===== config.mk =====
export PLATFORM = sky130hd
export DESIGN_NAME = crc16_packet_framer_top_flat
export DESIGN_NICKNAME = d
export VERILOG_FILES = /design/src/hw/rtl/cpf_pkg.sv /design/src/hw/rtl/cpf_in_if.sv /design/src/hw/rtl/cpf_out_if.sv /design/src/hw/rtl/cpf_core.sv /design/src/hw/rtl/cpf_serializer.sv /design/src/hw/rtl/crc16_packet_framer_top.sv /design/src/flat_wrapper.sv
export SDC_FILE = /design/constraint.sdc
export NUM_CORES = 1
export LEC_CHECK = 0
export ABC_AREA = 1
export BUFFER_PORTS_ARGS = -buffer_cell sky130_fd_sc_hd__buf_4
export CAP_MARGIN = 0
export CORE_ASPECT_RATIO = 1.1
export CORE_MARGIN = 10
export CORE_UTILIZATION = 60
export DETAILED_ROUTE_END_ITERATION = 10
export GPL_TIMING_DRIVEN = 0
export MAX_ROUTING_LAYER = met4
export PLACE_DENSITY = 0.83
export SYNTH_ARGS = -nofsm -noshare
export SYNTH_HDL_FRONTEND = slang
export SYNTH_SLANG_ARGS = --single-unit

===== constraint.sdc =====
create_clock -name clk -period 4.35 [get_ports clk]
set_input_delay 0.87 -clock clk [delete_from_list [all_inputs] [get_ports clk]]
set_output_delay 0.87 -clock clk [all_outputs]
set_load 0.02 [all_outputs]

===== src/hw/rtl/cpf_pkg.sv =====
// cpf_pkg: shared constants, types and the CRC step for the packet framer.
// No dependencies; the framer's core, serializer and top level import it.
`default_nettype none

package cpf_pkg;

  // Frame geometry
  localparam int PAYLOAD_BYTES = 21;
  localparam int FRAME_BYTES   = 24;
  localparam int PAD_BYTES     = (FRAME_BYTES >= PAYLOAD_BYTES + 3) ?
                                 (FRAME_BYTES - PAYLOAD_BYTES - 3) : 0;

  // Most frame words one payload word can cause
  localparam int MAX_RESULTS = 5;
  localparam int IDX_W       = 3;
  localparam int CNT_W       = 5;

  // Modbus CRC-16, reflected
  localparam logic [15:0] CRC_INIT = 16'hFFFF;
  localparam logic [15:0] CRC_POLY = 16'hA001;

  localparam logic [7:0] START_RESET = 8'h5A;

  // Words of one burst, handed from the core to the serializer
  typedef struct packed {
    logic [MAX_RESULTS-1:0][7:0] words;
    logic [IDX_W-1:0]            last_idx;
    logic                        frame_end;
  } burst_t;

  // One byte through the CRC, eight shift steps unrolled
  function automatic logic [15:0] crc_update(input logic [15:0] crc_in,
                                             input logic [7:0]  data);
    logic [15:0] c;
    c = crc_in ^ {8'h00, data};
    for (int k = 0; k < 8; k++) begin
      if (c[0]) begin
        c = (c >> 1) ^ CRC_POLY;
      end else begin
        c = c >> 1;
      end
    end
    return c;
  endfunction

endpackage

`default_nettype wire


===== src/hw/rtl/cpf_in_if.sv =====
// cpf_in_if: valid/ready channel carrying one payload word.
// Stand-alone; used by the framer top level.
`default_nettype none

interface cpf_in_if;
  logic       valid;
  logic       ready;
  logic [7:0] payload_byte;

  modport source (output valid, output payload_byte, input ready);
  modport sink   (input valid, input payload_byte, output ready);
endinterface

`default_nettype wire


===== src/hw/rtl/cpf_out_if.sv =====
// cpf_out_if: valid/ready channel carrying one frame word and its flags.
// Stand-alone; used by the framer top level.
`default_nettype none

interface cpf_out_if;
  logic       valid;
  logic       ready;
  logic [7:0] out_byte;
  logic       run_last;
  logic       frame_end;

  modport source (output valid, output out_byte, output run_last, output frame_end,
                  input ready);
  modport sink   (input valid, input out_byte, input run_last, input frame_end,
                  output ready);
endinterface

`default_nettype wire


===== src/hw/rtl/cpf_core.sv =====
// cpf_core: frame state (CRC, payload count, start marker) and burst builder.
// Depends on cpf_pkg.
`default_nettype none

module cpf_core (
  input  wire logic          clk,
  input  wire logic          rst,
  input  wire logic          cfg_wr_en,
  input  wire logic [7:0]    cfg_wr_data,
  input  wire logic          accept,
  input  wire logic [7:0]    payload_byte,
  output cpf_pkg::burst_t    burst
);
  import cpf_pkg::*;

  logic [15:0]      crc_accum;
  logic [CNT_W-1:0] byte_count;
  logic [7:0]       start_marker;

  logic [15:0]      crc_next;
  logic [CNT_W-1:0] count_inc;
  logic             complete;
  logic [IDX_W-1:0] n;

  // CRC and frame position after this word
  assign crc_next  = crc_update(crc_accum, payload_byte);
  assign count_inc = byte_count + CNT_W'(1);
  assign complete  = (count_inc >= CNT_W'(PAYLOAD_BYTES)) || (count_inc == '0);

  // Assemble the words this payload word causes
  always_comb begin
    burst.words = '0;
    n = '0;
    if (byte_count == '0) begin
      burst.words[n] = start_marker;
      n = n + IDX_W'(1);
    end
    burst.words[n] = payload_byte;
    n = n + IDX_W'(1);
    if (complete) begin
      burst.words[n] = crc_next[15:8];
      n = n + IDX_W'(1);
      burst.words[n] = crc_next[7:0];
      n = n + IDX_W'(1);
      // zero pad, capped at the burst size
      for (int i = 0; i < MAX_RESULTS; i++) begin
        if (i < PAD_BYTES && n < IDX_W'(MAX_RESULTS)) begin
          n = n + IDX_W'(1);
        end
      end
    end
    burst.last_idx  = n - IDX_W'(1);
    burst.frame_end = complete;
  end

  // Frame state and start marker register
  always_ff @(posedge clk) begin
    if (rst) begin
      crc_accum    <= CRC_INIT;
      byte_count   <= '0;
      start_marker <= START_RESET;
    end else begin
      if (cfg_wr_en) begin
        start_marker <= cfg_wr_data;
      end
      if (accept) begin
        if (complete) begin
          crc_accum  <= CRC_INIT;
          byte_count <= '0;
        end else begin
          crc_accum  <= crc_next;
          byte_count <= count_inc;
        end
      end
    end
  end

  // Payload count never reaches the frame's payload length
  a_count_range: assert property (@(posedge clk) disable iff (rst)
    byte_count < CNT_W'(PAYLOAD_BYTES))
    else $error("payload count out of range");

endmodule

`default_nettype wire


===== src/hw/rtl/cpf_serializer.sv =====
// cpf_serializer: holds one burst, sends a word per out_ready cycle.
// Depends on cpf_pkg.
`default_nettype none

module cpf_serializer (
  input  wire logic          clk,
  input  wire logic          rst,
  input  wire logic          load,
  input  wire cpf_pkg::burst_t burst,
  output logic               load_ok,
  output logic               out_valid,
  input  wire logic          out_ready,
  output logic [7:0]         out_byte,
  output logic               run_last,
  output logic               frame_end
);
  import cpf_pkg::*;

  logic [MAX_RESULTS-1:0][7:0] words;
  logic [IDX_W-1:0]            idx;
  logic [IDX_W-1:0]            last_idx;
  logic                        fend;
  logic                        valid;
  logic                        take;
  logic                        at_last;

  assign at_last   = (idx == last_idx);
  assign take      = valid && out_ready;
  // next burst loads as the last word of the current one leaves
  assign load_ok   = !valid || (take && at_last);

  assign out_valid = valid;
  assign out_byte  = words[idx];
  assign run_last  = at_last;
  assign frame_end = fend && at_last;

  // Burst payload
  always_ff @(posedge clk) begin
    if (load) begin
      words    <= burst.words;
      last_idx <= burst.last_idx;
      fend     <= burst.frame_end;
    end
  end

  // Word pointer and valid
  always_ff @(posedge clk) begin
    if (rst) begin
      valid <= 1'b0;
      idx   <= '0;
    end else if (load) begin
      valid <= 1'b1;
      idx   <= '0;
    end else if (take) begin
      if (at_last) begin
        valid <= 1'b0;
      end else begin
        idx <= idx + IDX_W'(1);
      end
    end
  end

  a_idx_bound: assert property (@(posedge clk) disable iff (rst)
    valid |-> idx <= last_idx)
    else $error("word pointer past end of burst");

  a_load_start: assert property (@(posedge clk) disable iff (rst)
    load |=> valid && idx == '0)
    else $error("loaded burst does not start at first word");

  a_drain: assert property (@(posedge clk) disable iff (rst)
    take && at_last && !load |=> !valid)
    else $error("burst still valid after its last word");

  a_no_overwrite: assert property (@(posedge clk) disable iff (rst)
    valid && !take |-> !load)
    else $error("burst overwritten before it was sent");

endmodule

`default_nettype wire


===== src/hw/rtl/crc16_packet_framer_top.sv =====
// crc16_packet_framer_top: wraps payload words into start/payload/CRC/pad frames.
// Depends on cpf_pkg, cpf_in_if, cpf_out_if, cpf_core, cpf_serializer.
//
//   channel   dir   payload                          handshake
//   payload   in    payload_byte[7:0]                valid/ready
//   frame     out   out_byte[7:0] run_last frame_end valid/ready
//   cfg       in    cfg_wr_data[7:0] (start marker)  cfg_wr_en
//
// Each payload word yields 1 to 3 frame words with the 21/24 geometry (never
// more than 5), sent one per cycle from the burst register while the output is
// ready, first word the cycle after the payload word is taken. A payload word is
// taken when the register is empty or its last word leaves, so at a ready output
// one-word bursts sustain one payload word per cycle. Reset (rst, synchronous)
// clears the CRC to 0xFFFF, the count to zero and the start marker to 0x5A. A
// stalled frame word holds until taken, and the payload input stalls behind it.
`default_nettype none

module crc16_packet_framer_top (
  input  wire logic  clk,
  input  wire logic  rst,
  input  wire logic  cfg_wr_en,
  input  wire logic [7:0] cfg_wr_data,
  cpf_in_if.sink     payload,
  cpf_out_if.source  frame
);
  import cpf_pkg::*;

  burst_t burst;
  logic   load_ok;
  logic   accept;

  assign payload.ready = load_ok;
  assign accept        = payload.valid && load_ok;

  cpf_core u_core (
    .clk          (clk),
    .rst          (rst),
    .cfg_wr_en    (cfg_wr_en),
    .cfg_wr_data  (cfg_wr_data),
    .accept       (accept),
    .payload_byte (payload.payload_byte),
    .burst        (burst)
  );

  cpf_serializer u_ser (
    .clk       (clk),
    .rst       (rst),
    .load      (accept),
    .burst     (burst),
    .load_ok   (load_ok),
    .out_valid (frame.valid),
    .out_ready (frame.ready),
    .out_byte  (frame.out_byte),
    .run_last  (frame.run_last),
    .frame_end (frame.frame_end)
  );

endmodule

`default_nettype wire


===== src/flat_wrapper.sv =====
// flat-port wrapper written by rule: the top's interface ports become plain ports
module crc16_packet_framer_top_flat import cpf_pkg::*;
  (clk, rst, cfg_wr_en, cfg_wr_data, payload_valid, payload_payload_byte, payload_ready, frame_valid, frame_out_byte, frame_run_last, frame_frame_end, frame_ready);
  cpf_in_if payload_i ();
  cpf_out_if frame_i ();
  input  wire logic clk;
  input  wire logic rst;
  input  wire logic cfg_wr_en;
  input  wire logic [7:0] cfg_wr_data;
  input wire logic [$bits(payload_i.valid)-1:0] payload_valid;
  input wire logic [$bits(payload_i.payload_byte)-1:0] payload_payload_byte;
  output wire logic [$bits(payload_i.ready)-1:0] payload_ready;
  output wire logic [$bits(frame_i.valid)-1:0] frame_valid;
  output wire logic [$bits(frame_i.out_byte)-1:0] frame_out_byte;
  output wire logic [$bits(frame_i.run_last)-1:0] frame_run_last;
  output wire logic [$bits(frame_i.frame_end)-1:0] frame_frame_end;
  input wire logic [$bits(frame_i.ready)-1:0] frame_ready;
  assign payload_i.valid = payload_valid;
  assign payload_i.payload_byte = payload_payload_byte;
  assign payload_ready = payload_i.ready;
  assign frame_valid = frame_i.valid;
  assign frame_out_byte = frame_i.out_byte;
  assign frame_run_last = frame_i.run_last;
  assign frame_frame_end = frame_i.frame_end;
  assign frame_i.ready = frame_ready;
  crc16_packet_framer_top u_core (.clk(clk), .rst(rst), .cfg_wr_en(cfg_wr_en), .cfg_wr_data(cfg_wr_data), .payload(payload_i), .frame(frame_i));
endmodule

==> out/qor.txt <==
CELLS AND AREA
-------------------------------------------------------------------------------------------
Post-route cell area                                                              3990 um^2
Flip-flop and latch area                                                          1710 um^2
Post-Route Utilization                                                                70.0%
Number of inserted filler cells in the final layout                                     445
Multi-input logic area                                                            1470 um^2
Layout cell share with drive strength beyond 1                                        17.2%
# nets final                                                                            480
Layout area overhead                                                                  14.6%
Number of diodes                                                                          0
Number of standard cells in the final layout excluding fillers                          535

CTS
-------------------------------------------------------------------------------------------
Clock Sink Count                                                                         68
Clock network latency to the later pin of the worst-skew pair                       0.34 ns
CTS tree                                                                                yes
Clock buffer count from CTS                                                               9
Root buffer cell                                                               sky130_fd_sc_hd__clkbuf_8
Clock slew at reported path FFs                                                     0.07 ns
Clock buffer depth                                                                        2
Cts repair resizes                                                                        0
Clock H-tree levels                                                                       3
Cts hold-fix bufs                                                                         0
Post-CTS Setup Inserts                                                                    0

STA
-------------------------------------------------------------------------------------------
Final sum of negative setup slack                                                      0 ns
Setup clock skew after layout                                                    0.00841 ns
Slew margin rel.                                                                      19.7%
Setup repair after global routing missed its margin                                   false
Max Clk Rate                                                                        355 MHz
Total count of hold-check failures in the final report                                    0
Final period demand of the worst path                                               2.81 ns
Final setup violation count                                                               0
Share of the cycle needed by the critical path after routing                          64.7%
Final number of max-transition violations                                                 0
Actual slew at the worst max-slew pin                                               1.20 ns

FLOORPLAN
-------------------------------------------------------------------------------------------
Die Width                                                                           92.6 um
Floorplan row count                                                                      29
Number of top-level pins                                                                 33
Total Die Area                                                                    9250 um^2
Area inside the core boundary                                                     5700 um^2
Die height                                                                          99.9 um
Initial core utilization                                                              61.1%

PLACE
-------------------------------------------------------------------------------------------
IO buf count                                                                             31
Detailed Place HPWL                                                                 5.81 mm
Placed cell area                                                                  3810 um^2
Last weighted congestion value of the routability-driven placer                       0.919
Total placed cells including tap cells                                                  520

DRT
-------------------------------------------------------------------------------------------
Vias per cell                                                                          5.26
Drt pass-1 iters                                                                          4
Highest layer used for signal routing                                                  met4
Average wire per standard cell                                                      14.2 um
ANT nets after route                                                                      0
Number of design-rule violations left by the first detailed-router iteration            150
Total number of vias                                                                   2813
Detailed Route WL                                                                   7.61 mm
Met3 wire length                                                                     326 um
Amount of wire on met2 after detailed routing                                       3.72 mm
Drt drc                                                                                   0
Wire length the detailed router placed on met1                                      3.42 mm

GLOBAL ROUTING
-------------------------------------------------------------------------------------------
Overall track demand over capacity in global routing                                  17.2%
GR Overflow Total                                                                         0
Vias in the first global route                                                         2776
Maximum number of pins on one net before global-route repair                             36
Wire length of the first global-routing pass                                        12.5 mm
Number of antenna violations at the first check in global routing                         0

CRITICAL PATH
-------------------------------------------------------------------------------------------
Worst endpoint required time                                                        3.48 ns
Most Frequent Cell on Critical Path                                            sky130_fd_sc_hd__nor2_1
Sort of element at the start of the critical path                                 flip-flop
Launch instance of the worst register-to-register path                         u_core.u_ser.idx[0]
Slowest cell on the critical path                                              sky130_fd_sc_hd__clkbuf_1
Largest fanout on the critical path                                                      10
Critical setup path kind                                                       flip-flop to primary output
Depth of the most critical reg-to-reg path                                                8
Worst endpoint data arrival time                                                    1.94 ns
R2R Path End                                                                   u_core.u_ser.words[10]
R2R Setup Slk                                                                       1.88 ns
Largest stage delay, worst path                                                     0.38 ns
Ordered list of cells on the worst path                                        buf_6, clkbuf_1, nor2_1, nor2_1, o21ai_0, a21oi_1, buf_4
Crit path capture type                                                         primary output

LOGIC SYNTHESIS
-------------------------------------------------------------------------------------------
Total of warnings raised by yosys                                                         0
Synth Area per Inst                                                               8.45 um^2
Portion of synthesized cell area occupied by the leading cell type                    30.2%
Post-synthesis sequential area ratio                                                  49.2%
Number of nets in the synthesized netlist                                               438
Unique masters post-synth                                                                35
Synthesized cell area                                                             3480 um^2
Gate count of the mapped netlist                                                        412
Post-synthesis cell type with the largest combined area                        sky130_fd_sc_hd__edfxtp_1
Register bit total from synthesis                                                        68
Top area cells in the synthesized netlist                                      sky130_fd_sc_hd__edfxtp_1 (30%), sky130_fd_sc_hd__dfxtp_1 (19%), sky130_fd_sc_hd__nand2_1 (11%)

FLOW RUN
-------------------------------------------------------------------------------------------
Number of maximum-capacitance constraint violations                                       0

MIN PATH
-------------------------------------------------------------------------------------------
Hold Crit Class                                                                flip-flop to flip-flop
WHS Endpoint                                                                   u_core.u_core.start_marker[6]
Worst Min Path Start                                                           u_core.u_core.start_marker[6]
Instance count along the most critical hold path                                          2

PWR
-------------------------------------------------------------------------------------------
Final Power                                                                         1870 uW
Power density over the cells                                                    469 nW/um^2
Peak supply drop                                                                   0.309 mV
Leakage power of the design                                                      0.00183 uW

OUTCOME
-------------------------------------------------------------------------------------------
Outcome                                                                           completed

==> stage by stage <==
| stage | hold WS, ns | worst slack, ns |
|---|---|---|
| 2_1_floorplan | 0.429 | 1.91 |
| 3_3_place_gp | 0.459 | 1.70 |
| 3_5_place_dp | 0.462 | 1.66 |
| 4_1_cts | 0.479 | 1.54 |
| 5_1_grt | 0.520 | 1.42 |
| 6_report | 0.486 | 1.54 |
==> where the power goes <==
part | switching [uW] | internal, uW
Clock | 226 | 256
Sequential | 40.6 | 792
Combinational | 361 | 194
Total | 627 | 1240
==> metal layers <==
metal	track usage (%)	vias to the layer above
met5	-	-
met4	8.31	0
met3	3.96	13
met2	28.2	72
met1	19.6	1291
li1	-	1437
==> cells in the mapped netlist <==
| library cell | number |
|---|---|
| sky130_fd_sc_hd__a22o_1 | 1 |
| sky130_fd_sc_hd__clkinv_8 | 1 |
| sky130_fd_sc_hd__buf_6 | 2 |
| sky130_fd_sc_hd__ha_1 | 5 |
| sky130_fd_sc_hd__a22oi_1 | 2 |
| sky130_fd_sc_hd__o21ai_2 | 1 |
| sky130_fd_sc_hd__inv_1 | 48 |
| sky130_fd_sc_hd__nor2_8 | 1 |
| sky130_fd_sc_hd__clkbuf_1 | 5 |
| sky130_fd_sc_hd__nand3_4 | 1 |
| sky130_fd_sc_hd__nand2_1 | 99 |
| sky130_fd_sc_hd__a21oi_2 | 2 |
| sky130_fd_sc_hd__nor4_4 | 1 |
| sky130_fd_sc_hd__o31ai_1 | 1 |
| sky130_fd_sc_hd__nor2_1 | 53 |
| sky130_fd_sc_hd__xor2_1 | 8 |
| sky130_fd_sc_hd__nand2_2 | 2 |
| sky130_fd_sc_hd__nand3_2 | 1 |
| sky130_fd_sc_hd__clkinv_1 | 2 |
| sky130_fd_sc_hd__inv_2 | 3 |
| sky130_fd_sc_hd__buf_2 | 3 |
| sky130_fd_sc_hd__nor2_2 | 2 |
| sky130_fd_sc_hd__edfxtp_1 | 35 |
| sky130_fd_sc_hd__xnor2_1 | 5 |
| sky130_fd_sc_hd__o21ai_0 | 30 |
| sky130_fd_sc_hd__dfxtp_1 | 33 |
| sky130_fd_sc_hd__buf_4 | 1 |
| sky130_fd_sc_hd__a21oi_1 | 13 |
| sky130_fd_sc_hd__a22oi_2 | 9 |
| sky130_fd_sc_hd__nand2_4 | 3 |
| sky130_fd_sc_hd__buf_12 | 1 |
| sky130_fd_sc_hd__a31oi_1 | 1 |
| sky130_fd_sc_hd__o22ai_1 | 14 |
| sky130_fd_sc_hd__nand4_1 | 1 |
| sky130_fd_sc_hd__nand3_1 | 22 |
==> worst max-delay path: cells and delay by family (launching register included) <==
| family | cells | cell delay [ns] |
|---|---|---|
| flip-flops | 1 | 0.35 |
| AND/OR/NAND/NOR | 2 | 0.22 |
| buffers and inverters | 3 | 0.71 |
| AO/OA/AOI/OAI | 2 | 0.31 |
==> state kept, by name, summed over array words and instances, names as in the netlist <==
name / cells
u_core.u_ser.fend: 1
u_core.u_core.crc_accum: 16
u_core.u_ser.last_idx: 2
u_core.u_ser.idx: 3
u_core.u_core.byte_count: 5
u_core.u_ser.out_valid: 1
u_core.u_core.start_marker: 8
u_core.u_ser.words: 32
==> worst max path at each step <==
stage | startpoint | to | slack, ns
finish | u_core.u_ser.idx[0] | frame_out_byte[2] | 1.54
floorplan | frame_ready | u_core.u_ser.fend | 1.91
CTS | u_core.u_ser.idx[0] | frame_out_byte[2] | 1.54
global placement | frame_ready | u_core.u_ser.words[28] | 1.70
detailed placement | frame_ready | u_core.u_ser.words[29] | 1.66
global route | u_core.u_ser.idx[0] | frame_out_byte[2] | 1.42
==> cell usage in the layout, fill, tap and decap left out <==
| cell | netlist | final |
|---|---|---|
| sky130_fd_sc_hd__clkinv_8 | 1 | 1 |
| sky130_fd_sc_hd__o22ai_1 | 14 | 14 |
| sky130_fd_sc_hd__dfxtp_1 | 33 | 33 |
| sky130_fd_sc_hd__nor2_2 | 2 | 2 |
| sky130_fd_sc_hd__edfxtp_1 | 35 | 35 |
| sky130_fd_sc_hd__nand2_2 | 2 | 2 |
| sky130_fd_sc_hd__inv_2 | 3 | 3 |
| sky130_fd_sc_hd__a21oi_1 | 13 | 13 |
| sky130_fd_sc_hd__nor2_8 | 1 | 1 |
| sky130_fd_sc_hd__a22oi_1 | 2 | 2 |
| sky130_fd_sc_hd__xor2_1 | 8 | 8 |
| sky130_fd_sc_hd__nor4_4 | 1 | 1 |
| sky130_fd_sc_hd__nor2_1 | 53 | 53 |
| sky130_fd_sc_hd__a31oi_1 | 1 | 1 |
| sky130_fd_sc_hd__a22oi_2 | 9 | 9 |
| sky130_fd_sc_hd__clkinvlp_4 | 0 | 1 |
| sky130_fd_sc_hd__clkinv_2 | 0 | 3 |
| sky130_fd_sc_hd__nand3_4 | 1 | 1 |
| sky130_fd_sc_hd__clkinv_1 | 2 | 3 |
| sky130_fd_sc_hd__nand2_4 | 3 | 3 |
| sky130_fd_sc_hd__buf_12 | 1 | 1 |
| sky130_fd_sc_hd__bufinv_16 | 0 | 1 |
| sky130_fd_sc_hd__nand3_2 | 1 | 1 |
| sky130_fd_sc_hd__o31ai_1 | 1 | 1 |
| sky130_fd_sc_hd__nand3_1 | 22 | 22 |
| sky130_fd_sc_hd__o21ai_2 | 1 | 1 |
| sky130_fd_sc_hd__nand4_1 | 1 | 1 |
| sky130_fd_sc_hd__buf_4 | 1 | 32 |
| sky130_fd_sc_hd__nand2_1 | 99 | 99 |
| sky130_fd_sc_hd__clkbuf_8 | 0 | 9 |
| sky130_fd_sc_hd__clkbuf_1 | 5 | 5 |
| sky130_fd_sc_hd__a22o_1 | 1 | 1 |
| sky130_fd_sc_hd__buf_2 | 3 | 3 |
| sky130_fd_sc_hd__a21oi_2 | 2 | 2 |
| sky130_fd_sc_hd__ha_1 | 5 | 5 |
| sky130_fd_sc_hd__buf_6 | 2 | 2 |
| sky130_fd_sc_hd__xnor2_1 | 5 | 5 |
| sky130_fd_sc_hd__o21ai_0 | 30 | 30 |
| sky130_fd_sc_hd__inv_1 | 48 | 48 |
==> cell families after synthesis <==
kind of cell,after synthesis,share of synthesized area [%]
flip-flops,68,49.2
AND/OR/NAND/NOR,186,23.4
buffers and inverters,66,8.59
XOR/XNOR,13,3.27
AO/OA/AOI/OAI,74,13.8
adder cells (fa/ha/maj),5,1.80
==> final cells by class <==
cell class	instances	share of cell area, %
sequential	68	42.9
multi-input combinational	278	36.8
timing repair buffer	31	5.83
inverter	54	5.39
clock buffer	9	3.10
tap	77	2.41
buffer	12	2.10
clock inverter	6	1.41
No activity file was read; power rests on OpenSTA's default activity.
